## src/design/fsfp_pkg.sv

```systemverilog
// Shared types and constants for the flow sensor frame parser.
// No dependencies; imported by fsfp_frame, fsfp_out and the parser core.
package fsfp_pkg;

   localparam int MAX_FRAME = 64;
   localparam int CNT_W = $clog2(MAX_FRAME + 1);
   localparam int WORD_N = 4;

   localparam logic [CNT_W-1:0] CNT_MAX = CNT_W'(MAX_FRAME);
   localparam logic [CNT_W-1:0] STAGE_FIRST = CNT_W'(3);
   localparam logic [CNT_W-1:0] STAGE_END = CNT_W'(19);

   localparam logic [7:0] MARKER = 8'hfd;
   localparam logic [7:0] TYPE_ALL = 8'hf1;
   localparam logic [7:0] TYPE_FLOW = 8'hf2;
   localparam logic [7:0] TYPE_HEIGHT = 8'hf3;
   localparam logic [7:0] MIN_LENGTH = 8'd3;

   localparam logic [31:0] SIGN_BIT = 32'h8000_0000;

   typedef enum logic [1:0] {
      ST_OK     = 2'd0,
      ST_MARKER = 2'd1,
      ST_LENGTH = 2'd2,
      ST_TYPE   = 2'd3
   } status_type;

   typedef logic [WORD_N-1:0][31:0] words_type;

   // End-of-frame summary from the frame accumulator to the result stage
   typedef struct packed {
      logic       done;
      status_type status;
      logic [7:0] frame_type;
      words_type  words;
   } frame_sum_type;

endpackage

```

## src/design/fsfp_req_if.sv

```systemverilog
// Byte channel into the parser: one received byte per word.
// Depends on nothing.
interface fsfp_req_if;
   logic       valid;
   logic       ready;
   logic [7:0] rx_byte;
   logic       frame_end;

   modport source (output valid, output rx_byte, output frame_end, input ready);
   modport sink (input valid, input rx_byte, input frame_end, output ready);
endinterface

```

## src/design/fsfp_rsp_if.sv

```systemverilog
// Result channel out of the parser: status and held values per frame.
// Depends on nothing.
interface fsfp_rsp_if;
   logic        valid;
   logic        ready;
   logic [1:0]  status;
   logic [31:0] height_bits;
   logic [31:0] speed_z_bits;
   logic [31:0] flow_x_bits;
   logic [31:0] flow_y_bits;
   logic [31:0] flow_time;
   logic [31:0] height_time;
   logic        flow_updated;
   logic        height_updated;

   modport source (output valid, output status, output height_bits, output speed_z_bits,
                   output flow_x_bits, output flow_y_bits, output flow_time,
                   output height_time, output flow_updated, output height_updated,
                   input ready);
   modport sink (input valid, input status, input height_bits, input speed_z_bits,
                 input flow_x_bits, input flow_y_bits, input flow_time,
                 input height_time, input flow_updated, input height_updated,
                 output ready);
endinterface

```

## src/design/fsfp_frame.sv

```systemverilog
// Per-frame accumulator: byte count, checksum, header capture, payload staging.
// Produces the end-of-frame summary. Depends on fsfp_pkg.
module fsfp_frame (
   input  logic                    clock,
   input  logic                    reset,
   input  logic                    step,
   input  logic [7:0]              rx_byte,
   input  logic                    frame_end,
   output fsfp_pkg::frame_sum_type summary
);
   import fsfp_pkg::*;

   logic [CNT_W-1:0] count_ff, count_in;
   logic [7:0]       sum_ff, sum_in;
   logic [7:0]       len_ff, len_in;
   logic [7:0]       type_ff, type_in;
   logic             marker_ok_ff, marker_ok_in;
   logic             sum_ok_ff, sum_ok_in;
   logic             len_bad_ff, len_bad_in;
   words_type        words_ff, words_in;

   logic [7:0]       count8;
   logic [7:0]       len_m1;
   logic [3:0]       off;
   logic             add_byte;
   logic             len_fail;

   assign count8 = 8'(count_ff);
   assign off = 4'(count_ff - STAGE_FIRST);

   always_comb begin
      count_in = count_ff;
      sum_in = sum_ff;
      len_in = len_ff;
      type_in = type_ff;
      marker_ok_in = marker_ok_ff;
      sum_ok_in = sum_ok_ff;
      len_bad_in = len_bad_ff;
      words_in = words_ff;
      len_m1 = 8'd0;
      add_byte = 1'b0;
      if (count_ff >= CNT_MAX) begin
         // overlong frame: byte dropped
         len_bad_in = 1'b1;
      end else begin
         if (count_ff == CNT_W'(0)) begin
            type_in = rx_byte;
         end
         if (count_ff == CNT_W'(1)) begin
            marker_ok_in = (rx_byte == MARKER);
         end
         if (count_ff == CNT_W'(2)) begin
            len_in = rx_byte;
         end
         len_m1 = len_in - 8'd1;
         add_byte = (count_ff < CNT_W'(2));
         if (count_ff >= CNT_W'(2) && len_in != 8'd0) begin
            if (count8 == len_m1) begin
               sum_ok_in = (sum_ff == rx_byte);
            end else if (count8 < len_m1) begin
               add_byte = 1'b1;
            end
         end
         if (add_byte) begin
            sum_in = sum_ff + rx_byte;
         end
         if (count_ff >= STAGE_FIRST && count_ff < STAGE_END) begin
            words_in[off[3:2]][{off[1:0], 3'b000} +: 8] = rx_byte;
         end
         count_in = count_ff + CNT_W'(1);
      end
   end

   assign len_fail = len_bad_in || (len_in < MIN_LENGTH)
                     || ({1'b0, len_in} > 9'(count_in)) || !sum_ok_in;

   always_comb begin
      summary.done = step && frame_end;
      summary.frame_type = type_in;
      summary.words = words_in;
      if (!marker_ok_in) begin
         summary.status = ST_MARKER;
      end else if (len_fail) begin
         summary.status = ST_LENGTH;
      end else if (type_in == TYPE_ALL || type_in == TYPE_FLOW
                   || type_in == TYPE_HEIGHT) begin
         summary.status = ST_OK;
      end else begin
         summary.status = ST_TYPE;
      end
   end

   always_ff @(posedge clock) begin
      if (reset || (step && frame_end)) begin
         count_ff <= '0;
         sum_ff <= '0;
         len_ff <= '0;
         type_ff <= '0;
         marker_ok_ff <= 1'b0;
         sum_ok_ff <= 1'b0;
         len_bad_ff <= 1'b0;
         words_ff <= '0;
      end else if (step) begin
         count_ff <= count_in;
         sum_ff <= sum_in;
         len_ff <= len_in;
         type_ff <= type_in;
         marker_ok_ff <= marker_ok_in;
         sum_ok_ff <= sum_ok_in;
         len_bad_ff <= len_bad_in;
         words_ff <= words_in;
      end
   end

endmodule

```

## src/design/fsfp_out.sv

```systemverilog
// Held measurement values and the result register driving the response channel.
// Depends on fsfp_pkg and fsfp_rsp_if.
module fsfp_out (
   input  logic                    clock,
   input  logic                    reset,
   input  fsfp_pkg::frame_sum_type summary,
   fsfp_rsp_if.source              rsp_bus
);
   import fsfp_pkg::*;

   logic [31:0] height_ff, height_in;
   logic [31:0] speed_z_ff, speed_z_in;
   logic [31:0] flow_x_ff, flow_x_in;
   logic [31:0] flow_y_ff, flow_y_in;
   logic [31:0] flow_t_ff, flow_t_in;
   logic [31:0] height_t_ff, height_t_in;
   logic        valid_ff, valid_in;
   status_type  status_ff;
   logic        flow_upd_ff, flow_upd_in;
   logic        height_upd_ff, height_upd_in;

   always_comb begin
      height_in = height_ff;
      speed_z_in = speed_z_ff;
      flow_x_in = flow_x_ff;
      flow_y_in = flow_y_ff;
      flow_t_in = flow_t_ff;
      height_t_in = height_t_ff;
      flow_upd_in = 1'b0;
      height_upd_in = 1'b0;
      if (summary.status == ST_OK) begin
         case (summary.frame_type)
            TYPE_ALL: begin
               height_in = summary.words[0];
               speed_z_in = summary.words[1];
               flow_x_in = summary.words[2];
               flow_y_in = summary.words[3];
               flow_upd_in = 1'b1;
               height_upd_in = 1'b1;
            end
            TYPE_FLOW: begin
               flow_y_in = summary.words[0];
               flow_x_in = summary.words[1] ^ SIGN_BIT;
               flow_t_in = summary.words[2];
               flow_upd_in = 1'b1;
            end
            TYPE_HEIGHT: begin
               height_in = summary.words[0];
               height_t_in = summary.words[1];
               height_upd_in = 1'b1;
            end
            default: begin
            end
         endcase
      end
   end

   // Held values change only when a new result loads, so they drive the payload directly
   assign valid_in = summary.done || (valid_ff && !rsp_bus.ready);

   always_ff @(posedge clock) begin
      if (reset) begin
         valid_ff <= 1'b0;
         height_ff <= '0;
         speed_z_ff <= '0;
         flow_x_ff <= '0;
         flow_y_ff <= '0;
         flow_t_ff <= '0;
         height_t_ff <= '0;
      end else begin
         valid_ff <= valid_in;
         if (summary.done) begin
            height_ff <= height_in;
            speed_z_ff <= speed_z_in;
            flow_x_ff <= flow_x_in;
            flow_y_ff <= flow_y_in;
            flow_t_ff <= flow_t_in;
            height_t_ff <= height_t_in;
         end
      end
   end

   always_ff @(posedge clock) begin
      if (summary.done) begin
         status_ff <= summary.status;
         flow_upd_ff <= flow_upd_in;
         height_upd_ff <= height_upd_in;
      end
   end

   assign rsp_bus.valid = valid_ff;
   assign rsp_bus.status = status_ff;
   assign rsp_bus.height_bits = height_ff;
   assign rsp_bus.speed_z_bits = speed_z_ff;
   assign rsp_bus.flow_x_bits = flow_x_ff;
   assign rsp_bus.flow_y_bits = flow_y_ff;
   assign rsp_bus.flow_time = flow_t_ff;
   assign rsp_bus.height_time = height_t_ff;
   assign rsp_bus.flow_updated = flow_upd_ff;
   assign rsp_bus.height_updated = height_upd_ff;

endmodule

```

## src/design/flow_sensor_frame_parser_core.sv

```systemverilog
// Top level of the flow sensor frame parser: input register, frame accumulator,
// result stage. Depends on fsfp_pkg, fsfp_req_if, fsfp_rsp_if, fsfp_frame, fsfp_out.
//
// Usage:
//   req_bus carries one received byte per word, with frame_end high on the
//   last byte of a burst. rsp_bus gives one word per frame end: the status
//   (accepted, marker wrong, length or checksum error, unknown type), the six
//   held measurement words after this frame's update, and two update flags.
//   Bytes without frame_end produce no response.
//   Throughput: one byte per cycle while no frame end waits on a stalled
//   response. A byte is held in the input register and is folded into the
//   frame state when it advances; a frame end loads the result register at
//   that same edge, so the response comes out of the result register.
//   When rsp_bus stalls, the pending response holds; following bytes keep
//   flowing until the next frame end reaches the input register, which then
//   waits for the result register to drain, and req_bus.ready drops.
//   Reset (synchronous) clears the frame state, the held values and both
//   valid flags.
module flow_sensor_frame_parser_core (
   input logic        clock,
   input logic        reset,
   fsfp_req_if.sink   req_bus,
   fsfp_rsp_if.source rsp_bus
);
   import fsfp_pkg::*;

   logic          in_valid_ff;
   logic [7:0]    byte_ff;
   logic          end_ff;
   logic          slot_free;
   logic          advance;
   frame_sum_type summary;

   assign slot_free = !rsp_bus.valid || rsp_bus.ready;
   assign advance = in_valid_ff && (!end_ff || slot_free);
   assign req_bus.ready = !in_valid_ff || advance;

   always_ff @(posedge clock) begin
      if (reset) begin
         in_valid_ff <= 1'b0;
      end else if (req_bus.ready) begin
         in_valid_ff <= req_bus.valid;
      end
   end

   always_ff @(posedge clock) begin
      if (req_bus.valid && req_bus.ready) begin
         byte_ff <= req_bus.rx_byte;
         end_ff <= req_bus.frame_end;
      end
   end

   fsfp_frame u_frame (
      .clock     (clock),
      .reset     (reset),
      .step      (advance),
      .rx_byte   (byte_ff),
      .frame_end (end_ff),
      .summary   (summary)
   );

   fsfp_out u_out (
      .clock   (clock),
      .reset   (reset),
      .summary (summary),
      .rsp_bus (rsp_bus)
   );

`ifndef SYNTHESIS
   a_end_loads_result: assert property (@(posedge clock) disable iff (reset)
      (advance && end_ff) |=> rsp_bus.valid)
      else $error("frame end did not produce a response");

   a_no_overwrite: assert property (@(posedge clock) disable iff (reset)
      !(advance && end_ff && rsp_bus.valid && !rsp_bus.ready))
      else $error("pending response overwritten");

   a_ok_updates: assert property (@(posedge clock) disable iff (reset)
      (rsp_bus.valid && rsp_bus.status == ST_OK)
         |-> (rsp_bus.flow_updated || rsp_bus.height_updated))
      else $error("accepted frame updated nothing");

   a_bad_no_update: assert property (@(posedge clock) disable iff (reset)
      (rsp_bus.valid && rsp_bus.status != ST_OK)
         |-> (!rsp_bus.flow_updated && !rsp_bus.height_updated))
      else $error("rejected frame flagged an update");
`endif

endmodule

```

## src/flat_wrapper.sv

```systemverilog
// flat-port wrapper written by rule: the top's interface ports become plain ports
module flow_sensor_frame_parser_core_flat import fsfp_pkg::*;
  (clock, reset, req_bus_valid, req_bus_rx_byte, req_bus_frame_end, req_bus_ready, rsp_bus_valid, rsp_bus_status, rsp_bus_height_bits, rsp_bus_speed_z_bits, rsp_bus_flow_x_bits, rsp_bus_flow_y_bits, rsp_bus_flow_time, rsp_bus_height_time, rsp_bus_flow_updated, rsp_bus_height_updated, rsp_bus_ready);
  fsfp_req_if req_bus_i ();
  fsfp_rsp_if rsp_bus_i ();
  input logic clock;
  input logic reset;
  input wire logic [$bits(req_bus_i.valid)-1:0] req_bus_valid;
  input wire logic [$bits(req_bus_i.rx_byte)-1:0] req_bus_rx_byte;
  input wire logic [$bits(req_bus_i.frame_end)-1:0] req_bus_frame_end;
  output wire logic [$bits(req_bus_i.ready)-1:0] req_bus_ready;
  output wire logic [$bits(rsp_bus_i.valid)-1:0] rsp_bus_valid;
  output wire logic [$bits(rsp_bus_i.status)-1:0] rsp_bus_status;
  output wire logic [$bits(rsp_bus_i.height_bits)-1:0] rsp_bus_height_bits;
  output wire logic [$bits(rsp_bus_i.speed_z_bits)-1:0] rsp_bus_speed_z_bits;
  output wire logic [$bits(rsp_bus_i.flow_x_bits)-1:0] rsp_bus_flow_x_bits;
  output wire logic [$bits(rsp_bus_i.flow_y_bits)-1:0] rsp_bus_flow_y_bits;
  output wire logic [$bits(rsp_bus_i.flow_time)-1:0] rsp_bus_flow_time;
  output wire logic [$bits(rsp_bus_i.height_time)-1:0] rsp_bus_height_time;
  output wire logic [$bits(rsp_bus_i.flow_updated)-1:0] rsp_bus_flow_updated;
  output wire logic [$bits(rsp_bus_i.height_updated)-1:0] rsp_bus_height_updated;
  input wire logic [$bits(rsp_bus_i.ready)-1:0] rsp_bus_ready;
  assign req_bus_i.valid = req_bus_valid;
  assign req_bus_i.rx_byte = req_bus_rx_byte;
  assign req_bus_i.frame_end = req_bus_frame_end;
  assign req_bus_ready = req_bus_i.ready;
  assign rsp_bus_valid = rsp_bus_i.valid;
  assign rsp_bus_status = rsp_bus_i.status;
  assign rsp_bus_height_bits = rsp_bus_i.height_bits;
  assign rsp_bus_speed_z_bits = rsp_bus_i.speed_z_bits;
  assign rsp_bus_flow_x_bits = rsp_bus_i.flow_x_bits;
  assign rsp_bus_flow_y_bits = rsp_bus_i.flow_y_bits;
  assign rsp_bus_flow_time = rsp_bus_i.flow_time;
  assign rsp_bus_height_time = rsp_bus_i.height_time;
  assign rsp_bus_flow_updated = rsp_bus_i.flow_updated;
  assign rsp_bus_height_updated = rsp_bus_i.height_updated;
  assign rsp_bus_i.ready = rsp_bus_ready;
  flow_sensor_frame_parser_core u_core (.clock(clock), .reset(reset), .req_bus(req_bus_i), .rsp_bus(rsp_bus_i));
endmodule
```

## config.mk

```make
export PLATFORM = sky130hd
export DESIGN_NAME = flow_sensor_frame_parser_core_flat
export DESIGN_NICKNAME = d
export VERILOG_FILES = /design/src/design/fsfp_pkg.sv /design/src/design/fsfp_req_if.sv /design/src/design/fsfp_rsp_if.sv /design/src/design/fsfp_frame.sv /design/src/design/fsfp_out.sv /design/src/design/flow_sensor_frame_parser_core.sv /design/src/flat_wrapper.sv
export SDC_FILE = /design/constraint.sdc
export NUM_CORES = 1
export LEC_CHECK = 0
export ABC_AREA = 1
export BUFFER_PORTS_ARGS = -buffer_cell sky130_fd_sc_hd__buf_2
export CORE_ASPECT_RATIO = 1.25
export CORE_MARGIN = 5
export CORE_UTILIZATION = 55
export CTS_CLUSTER_DIAMETER = 100
export DETAILED_ROUTE_END_ITERATION = 16
export HOLD_SLACK_MARGIN = 0.08
export PLACE_DENSITY = 0.86
export SLEW_MARGIN = 20
export SYNTH_ARGS = -nofsm -noshare
export SYNTH_HDL_FRONTEND = slang
export SYNTH_SLANG_ARGS = --single-unit
```

## constraint.sdc

```tcl
create_clock -name clock -period 7.7 [get_ports clock]
set_input_delay 0.77 -clock clock [delete_from_list [all_inputs] [get_ports clock]]
set_output_delay 0.77 -clock clock [all_outputs]
set_load 0.01 [all_outputs]
```

Word-level counts from Yosys, hierarchy flattened --
Index checks and enable logic that the tools add are counted.
Storage, ports and cells: flip-flop bits (word level) 369, input bits 13, output and inout bits 198, logic and storage cells 113
Cells by class: $add $sub $neg 5, magnitude comparators 10, eq/ne operators 8, shifts and indexed selects 2, mux-type cells 28, bitwise operators 2, reductions and logical operators 34
Operators with widths (number):
- 2-to-1 mux 128 bit | 2
- bitwise mux 128 bit | 1
- one-hot mux 32 bit (2 select lines) | 2
- demux 32 bit (select 2 bit) | 1
- 2-to-1 mux 8 bit | 5
- equality test 8 bit, second input constant | 4
- 2-to-1 mux 32 bit | 1
- variable shift 8 x 7 -> 32 bit, first input constant | 1
- variable part select 8 x 7 -> 32 bit | 1
- AND reduction 3 bit | 6
- greater-or-equal comparator 7 x 2 -> 1 bit, second input constant | 2
- 2-to-1 mux 1 bit | 12
- logical OR 1 bit | 10
- adder 8 bit | 1
- equality test 7 x 8 -> 1 bit | 1
- equality test 8 bit | 1
- greater-than comparator 8 x 7 -> 1 bit | 1
- < comparator 7 x 8 -> 1 bit | 1
- < comparator 8 x 2 -> 1 bit, second input constant | 1
- nonzero test 8 bit | 1
- subtractor 8 x 1 -> 8 bit, second input constant | 1
- adder 7 x 1 -> 7 bit, second input constant | 1
- equality test 7 x 1 -> 1 bit, second input constant | 1
- equality test 7 x 2 -> 1 bit, second input constant | 1
- other kinds (16) | 30

Longest topological paths before layout --
depth in word-level cells 14, depth in mapped cells 27

Modules after synthesis --
Synthesis repeated with hierarchy kept, for this count alone.
Second synthesis, totals: cell total of the unflattened synthesis 2823, area, all modules 18883.1 µm²
Modules (own cells, without submodules):
- fsfp_frame | instances 1, cells each 1474, area an instance 9574.2 µm², seq. area each 3243.1 µm²
- fsfp_out | instances 1, cells each 1331, area an instance 8972.4 µm², seq. area each 3983.8 µm²
- flow_sensor_frame_parser_core | instances 1, cells each 18, area an instance 336.6 µm², seq. area each 290.3 µm²

Worst setup path before layout --
Ideal clock, no wire load.
kind reg-to-reg, start reg u_core.u_frame.count_ff[0], end reg u_core.u_out.height_t_ff[26] (netlist: u_core.u_out.rsp_bus.height_time[26]), library setup time 0.113 ns, arrival time 3.018 ns, data required time 7.587 ns, slack 4.569 ns, stages on the path, launching flop included 19, path buffers 3, clock period less this slack 3.131 ns, cell sequence dfxtp_1 > buf_2 > inv_2 > nor4_1 > nand3_1 > xor2_1 > ha_1 > a21oi_1 > nand2_1 > a21oi_1 > nor2_1 > nor2_1 > nand3_2 > nor2_4 > nand4_1 > buf_2 > buf_4 > nor2_1 > nor2_1
On the way: cells in the longest elaborated chain, start to end 14
RTL lines:
- from (decl) | line fsfp_frame.sv:13 | logic [CNT_W-1:0] count_ff, count_in;
- from (signal assigned) | line fsfp_frame.sv:104 | count_ff <= count_in;
- equality test 7 x 2 -> 1 bit | line fsfp_frame.sv:52 | if (count_ff == CNT_W'(2)) begin
- 2-to-1 mux 8 bit | line fsfp_frame.sv:52
- 2-to-1 mux 8 bit | line fsfp_frame.sv:42 | if (count_ff >= CNT_MAX) begin
- subtractor 8 x 1 -> 8 bit | line fsfp_frame.sv:55 | len_m1 = len_in - 8'd1;
- equality test 7 x 8 -> 1 bit | line fsfp_frame.sv:58 | if (count8 == len_m1) begin
- 2-to-1 mux 1 bit | line fsfp_frame.sv:58
- 2-to-1 mux 1 bit | line fsfp_frame.sv:57 | if (count_ff >= CNT_W'(2) && len_in != 8'd0) begin
- 2-to-1 mux 1 bit | line fsfp_frame.sv:42
- zero test 1 bit | line fsfp_frame.sv:75 | || ({1'b0, len_in} > 9'(count_in)) || !sum_ok_in;
- logical OR 1 bit | line fsfp_frame.sv:75
- 2-to-1 mux 2 bit | line fsfp_frame.sv:83 | end else if (len_fail) begin
- 2-to-1 mux 2 bit | line fsfp_frame.sv:81 | if (!marker_ok_in) begin
- zero test 2 bit | line fsfp_out.sv:31 | if (summary.status == ST_OK) begin
- AND reduction 3 bit (no line)
- to (signal assigned) | line fsfp_out.sv:78 | height_t_ff <= height_t_in;
- to (decl) | line fsfp_out.sv:16 | logic [31:0] height_t_ff, height_t_in;
Several ways; a longest one is shown, not always the timed one. The select of a mux whose other input is x is not followed. A chain may end at the register's enable or synchronous reset.

Final worst setup path --
start reg u_core.u_frame.count_ff[0], end reg u_core.u_out.flow_x_ff[18] (netlist: u_core.u_out.rsp_bus.flow_x_bits[18])
On the way: cells in the longest elaborated chain, start to end 14
RTL lines:
- equality test 7 x 2 -> 1 bit | line fsfp_frame.sv:52
- 2-to-1 mux 8 bit | line fsfp_frame.sv:52
- 2-to-1 mux 8 bit | line fsfp_frame.sv:42
- subtractor 8 x 1 -> 8 bit | line fsfp_frame.sv:55
- equality test 7 x 8 -> 1 bit | line fsfp_frame.sv:58
- 2-to-1 mux 1 bit | line fsfp_frame.sv:58
- 2-to-1 mux 1 bit | line fsfp_frame.sv:57
- 2-to-1 mux 1 bit | line fsfp_frame.sv:42
- zero test 1 bit | line fsfp_frame.sv:75
- logical OR 1 bit | line fsfp_frame.sv:75
- 2-to-1 mux 2 bit | line fsfp_frame.sv:83
- 2-to-1 mux 2 bit | line fsfp_frame.sv:81
- zero test 2 bit | line fsfp_out.sv:31
- AND reduction 3 bit (no line)
- to (signal assigned) | line fsfp_out.sv:75 | flow_x_ff <= flow_x_in;
- to (decl) | line fsfp_out.sv:13 | logic [31:0] flow_x_ff, flow_x_in;
Several ways; a longest one is shown, not always the timed one. The select of a mux whose other input is x is not followed.

==> results.toml <==
[global_routing]
track_usage = 0.288
wire_length_of_the_first_global_routing_pass_mm = 89.6
antenna_violations_before_repair = 0
via_count_of_the_first_global_routing_pass = 17000
gr-total-overflow = 0
largest_net_degree_at_the_start_of_global_routing = 120

[power]
power_density_nw_per_um2 = 200
share_comb_of_total_power = 0.114
sw_frac_of_total = 0.272
power.total_mw = 4.27
cellInternalPower_mw = 3.11
vdd_drop_max_mv = 0.198
seqPwrFrac = 0.471
power.switching_mw = 1.16
total_leakage_power_nw = 11.9
clock_power_share = 0.415

[floorplanning]
die_area_um2 = 38400
fp.coreArea_um2 = 34300
fp.dieH_um = 218
count_of_standard_cell_rows = 76
starting_utilization_of_the_core_area = 0.554
die_w_um = 176
num_io_pins = 211

[detailed_routing]
via_count_normalized_by_instance_count = 5.11
drt-wirelength-per-cell_um = 15.7
detail_route.drc_violations = 0
post_detailed_route_count_of_antenna_violating_nets = 0
postRouteWirelength_mm = 56.7
via_count = 18400
drt_first_pass_iters = 9
detail_route.iter0.violations = 1964

[critical_path]
critical_path_required_ns = 8.12
critical_path.cell_chain = "inv_2, nor4_1, xor2_1, ha_1, nand2_1, inv_1, o21ai_0, nand2_1, nand3_1, nand2_1, a21oi_1, nor2_1, nor2_1, nand3_2, nor2_4, nand4_4, buf_4, nor2_1, nor2_1"
worstPathBufferInverterCount = 3
timing.critical_path.to_type = "flop"
path_class = "reg -> reg"
crit_path_top_delay_cell = "sky130_fd_sc_hd__dfxtp_1"
top_fanout_value_on_the_critical_path = 70
startpoint_of_the_worst_register_to_register_path = "u_core.u_frame.count_ff[0]"
arrival_ns = 5.28
critical-path-top-delay-family = "simple AND/OR/NAND/NOR gates"
crit_start_category = "flop"
crit_path_frequent_cell = "sky130_fd_sc_hd__nor2_1"
cp-startpoint = "u_core.u_frame.count_ff[0]"
worst_path_largest_cell_delay_ns = 0.65

[layout]
drive_gt1_frac = 0.107
layout.cells.non_filler = 3601
nets = 3148
area_growth_pct = 12.0
antenna_cells = 0

[timing]
rsz_0062_raised_after_global_routing = "false"
finalMaxSlewViolations = 0
final-setup-viol-count = 0
final_min_period_over_clock_period = 0.630
setup_total_negative_slack_ns = 0
achievable-frequency_mhz = 206
final_report_hold_violation_count = 0
finalCriticalPeriod_ns = 4.85
fin_skew_ns = 0.0233
tightest_slew_ns = 1.16
worst_slew_margin_rel = 0.217

[clocking]
clock_root_cell = "sky130_fd_sc_hd__clkbuf_16"
ctsHtreeMaxLevel = 2
cts_hold_buffers = 0
cts_buffers = 37
cts.repair.resized = 0
cts-root-to-sink-buffers = 3
tritoncts = "yes"
postCtsSetupBuffers = 0
worst_setup_hold_path_clk_slew_ns = 0.07
clock_insertion_delay_worst_skew_ns = 0.54
clock_sinks = 369

[synthesis]
mapped_area_um2 = 19000
post_synth_num_cell_types = 44
synth_simple_gate_area_frac = 0.289
synth-seq-area-share = 0.395
synth_commonest_cells = "sky130_fd_sc_hd__nand2_1, sky130_fd_sc_hd__inv_1, sky130_fd_sc_hd__nor2_1"
synthesis.instances = 2989
post_synth_fa_ha_maj_area_fraction = 0.0195
synth_enable_flop_cells = 13
synth.ff_latch_count = 369
synth.avg_cell_area_um2 = 6.36
combinational_family_with_the_most_area_after_synthesis = "simple AND/OR/NAND/NOR gates"
syn_nets = 3031
synth-warning-count = 0
synth.largest_area_cell = "sky130_fd_sc_hd__dfxtp_1"
yosys-top-cells-area = "sky130_fd_sc_hd__dfxtp_1, sky130_fd_sc_hd__nand2_1, sky130_fd_sc_hd__inv_1, sky130_fd_sc_hd__nor2_1, sky130_fd_sc_hd__o21ai_0"
synth.most_common_cell = "sky130_fd_sc_hd__nand2_1"
xor_xnor_share_of_the_synthesized_area = 0.00645
compound_gate_fraction_of_synth_area = 0.127
asyncSetResetFlopFracSynth = 0
postSynth.topFlopCell = "sky130_fd_sc_hd__dfxtp_1"
yosys-mux-area-fraction = 0
yosys.area.top_type_share = 0.375

[place]
place.detailed.hpwl_mm = 39.3
port-buffer-count = 210
place.gp.congestion = 0.970
numPlacedInstances = 3535

[flow_run]
maxCapViolations = 0

[min_path]
holdCritStartpoint = "req_bus_rx_byte[2]"
min-delay-path-class = "in -> reg"

[run_status]
outcome = "finished clean"
-- final timing paths --
path | slack [ns] | endpoint | cells past startpoint
worst max-delay path | 2.85 | u_core.u_out.rsp_bus.flow_x_bits[18] | 19
worst min-delay path | 0.40 | u_core.byte_ff[2] | 1
worst max register to register | 2.85 | u_core.u_out.rsp_bus.flow_x_bits[18] | 19
worst min register to register | 0.47 | u_core.u_frame.sum_ff[0] | 2
-- layout by cell type, fill, tap and decap left out, types with 3 or more instances in the layout --
cell type and n:
sky130_fd_sc_hd__clkbuf_1 12, sky130_fd_sc_hd__clkbuf_16 38, sky130_fd_sc_hd__xor2_1 8, sky130_fd_sc_hd__o21ai_1 5
sky130_fd_sc_hd__nand4_1 78, sky130_fd_sc_hd__dfxtp_1 356, sky130_fd_sc_hd__nor2_4 5, sky130_fd_sc_hd__nand3_1 29
sky130_fd_sc_hd__nand2_1 744, sky130_fd_sc_hd__clkinv_2 8, sky130_fd_sc_hd__o211ai_1 57, sky130_fd_sc_hd__nor3_1 21
sky130_fd_sc_hd__inv_2 9, sky130_fd_sc_hd__nand2_2 8, sky130_fd_sc_hd__nor2_1 428, sky130_fd_sc_hd__clkbuf_8 5
sky130_fd_sc_hd__edfxtp_1 13, sky130_fd_sc_hd__nor4_1 3, sky130_fd_sc_hd__xnor2_1 6, sky130_fd_sc_hd__inv_1 617
sky130_fd_sc_hd__a211oi_1 3, sky130_fd_sc_hd__a21oi_1 119, sky130_fd_sc_hd__o21ai_0 257, sky130_fd_sc_hd__buf_2 210
sky130_fd_sc_hd__or2_2 7, sky130_fd_sc_hd__ha_1 28, sky130_fd_sc_hd__nor3_2 3, sky130_fd_sc_hd__clkinv_1 5
sky130_fd_sc_hd__nand2_4 5, sky130_fd_sc_hd__buf_4 21
-- metrics by stage --
step | setup WS [ns] | hold WS, ns | cell area (um^2) | util
after floorplan | 4.57 | 0.442 | 19000 | -
after global routing | 2.50 | 0.399 | 21300 | 0.620
after CTS | 2.96 | 0.387 | 21300 | 0.620
after detailed placement | 2.71 | 0.461 | 20100 | 0.587
after global placement | 2.85 | 0.461 | 20100 | 0.586
final | 2.85 | 0.402 | 21300 | 0.620
-- power by group through the flow --
| stage | logic [mW] | clock network, mW | registers (mW) |
|---|---|---|---|
| after CTS | 0.477 | 1.78 | 2.01 |
| after floorplan | 0.355 | 0 | 2.04 |
| after global routing | 0.545 | 1.86 | 2.01 |
| final | 0.488 | 1.77 | 2.01 |
| after detailed placement | 0.474 | 0 | 2.05 |
| after global placement | 0.469 | 0 | 2.05 |
-- per-layer routing --
layer,up-vias,GRT usage,routed length [um]
met1,8081,0.364,22400
met2,834,0.464,25700
met4,0,0.159,3480
met3,192,0.0515,5120
met5,-,0,0
li1,9287,-,-
-- area by class of cell --
cell class / instances / area [um^2]
clock buffers: 55 / 1060
fillers: 3097 / 13000
clock inverters: 11 / 93.8
multi-input cells: 1834 / 8440
inverters: 633 / 2380
well taps: 468 / 586
flip-flops and latches: 369 / 7520
repair buffers: 231 / 1210
-- state kept, by name (all words and copies together) (netlist names) --
| name | count |
|---|---|
| u_core.u_frame.words_ff | 128 |
| u_core.u_out.rsp_bus.flow_time | 32 |
| u_core.u_out.rsp_bus.flow_x_bits | 32 |
| u_core.u_out.rsp_bus.flow_y_bits | 32 |
| u_core.u_out.rsp_bus.height_bits | 32 |
| u_core.u_out.rsp_bus.height_time | 32 |
| u_core.u_out.rsp_bus.speed_z_bits | 32 |
| u_core.byte_ff | 8 |
| u_core.u_frame.len_ff | 8 |
| u_core.u_frame.sum_ff | 8 |
| u_core.u_frame.type_ff | 8 |
| u_core.u_frame.count_ff | 7 |
| u_core.u_out.rsp_bus.status | 2 |
| u_core.end_ff | 1 |
| u_core.in_valid_ff | 1 |
| u_core.u_frame.len_bad_ff | 1 |
| u_core.u_frame.marker_ok_ff | 1 |
| u_core.u_frame.sum_ok_ff | 1 |
| u_core.u_out.rsp_bus.flow_updated | 1 |
| u_core.u_out.rsp_bus.height_updated | 1 |
| u_core.u_out.rsp_bus.valid | 1 |
-- logic make-up (layout without fill, tap and decap cells) --
kind of cell | after synthesis | after routing
DFF | 369 | 369
and+or+nand+nor | 1342 | 1342
buffers and inverters | 786 | 930
AOI/OAI and AO/OA | 449 | 449
xor gates and xnor gates | 14 | 14
adders and majority gates | 29 | 29
Power figures use the tool's default switching activity.
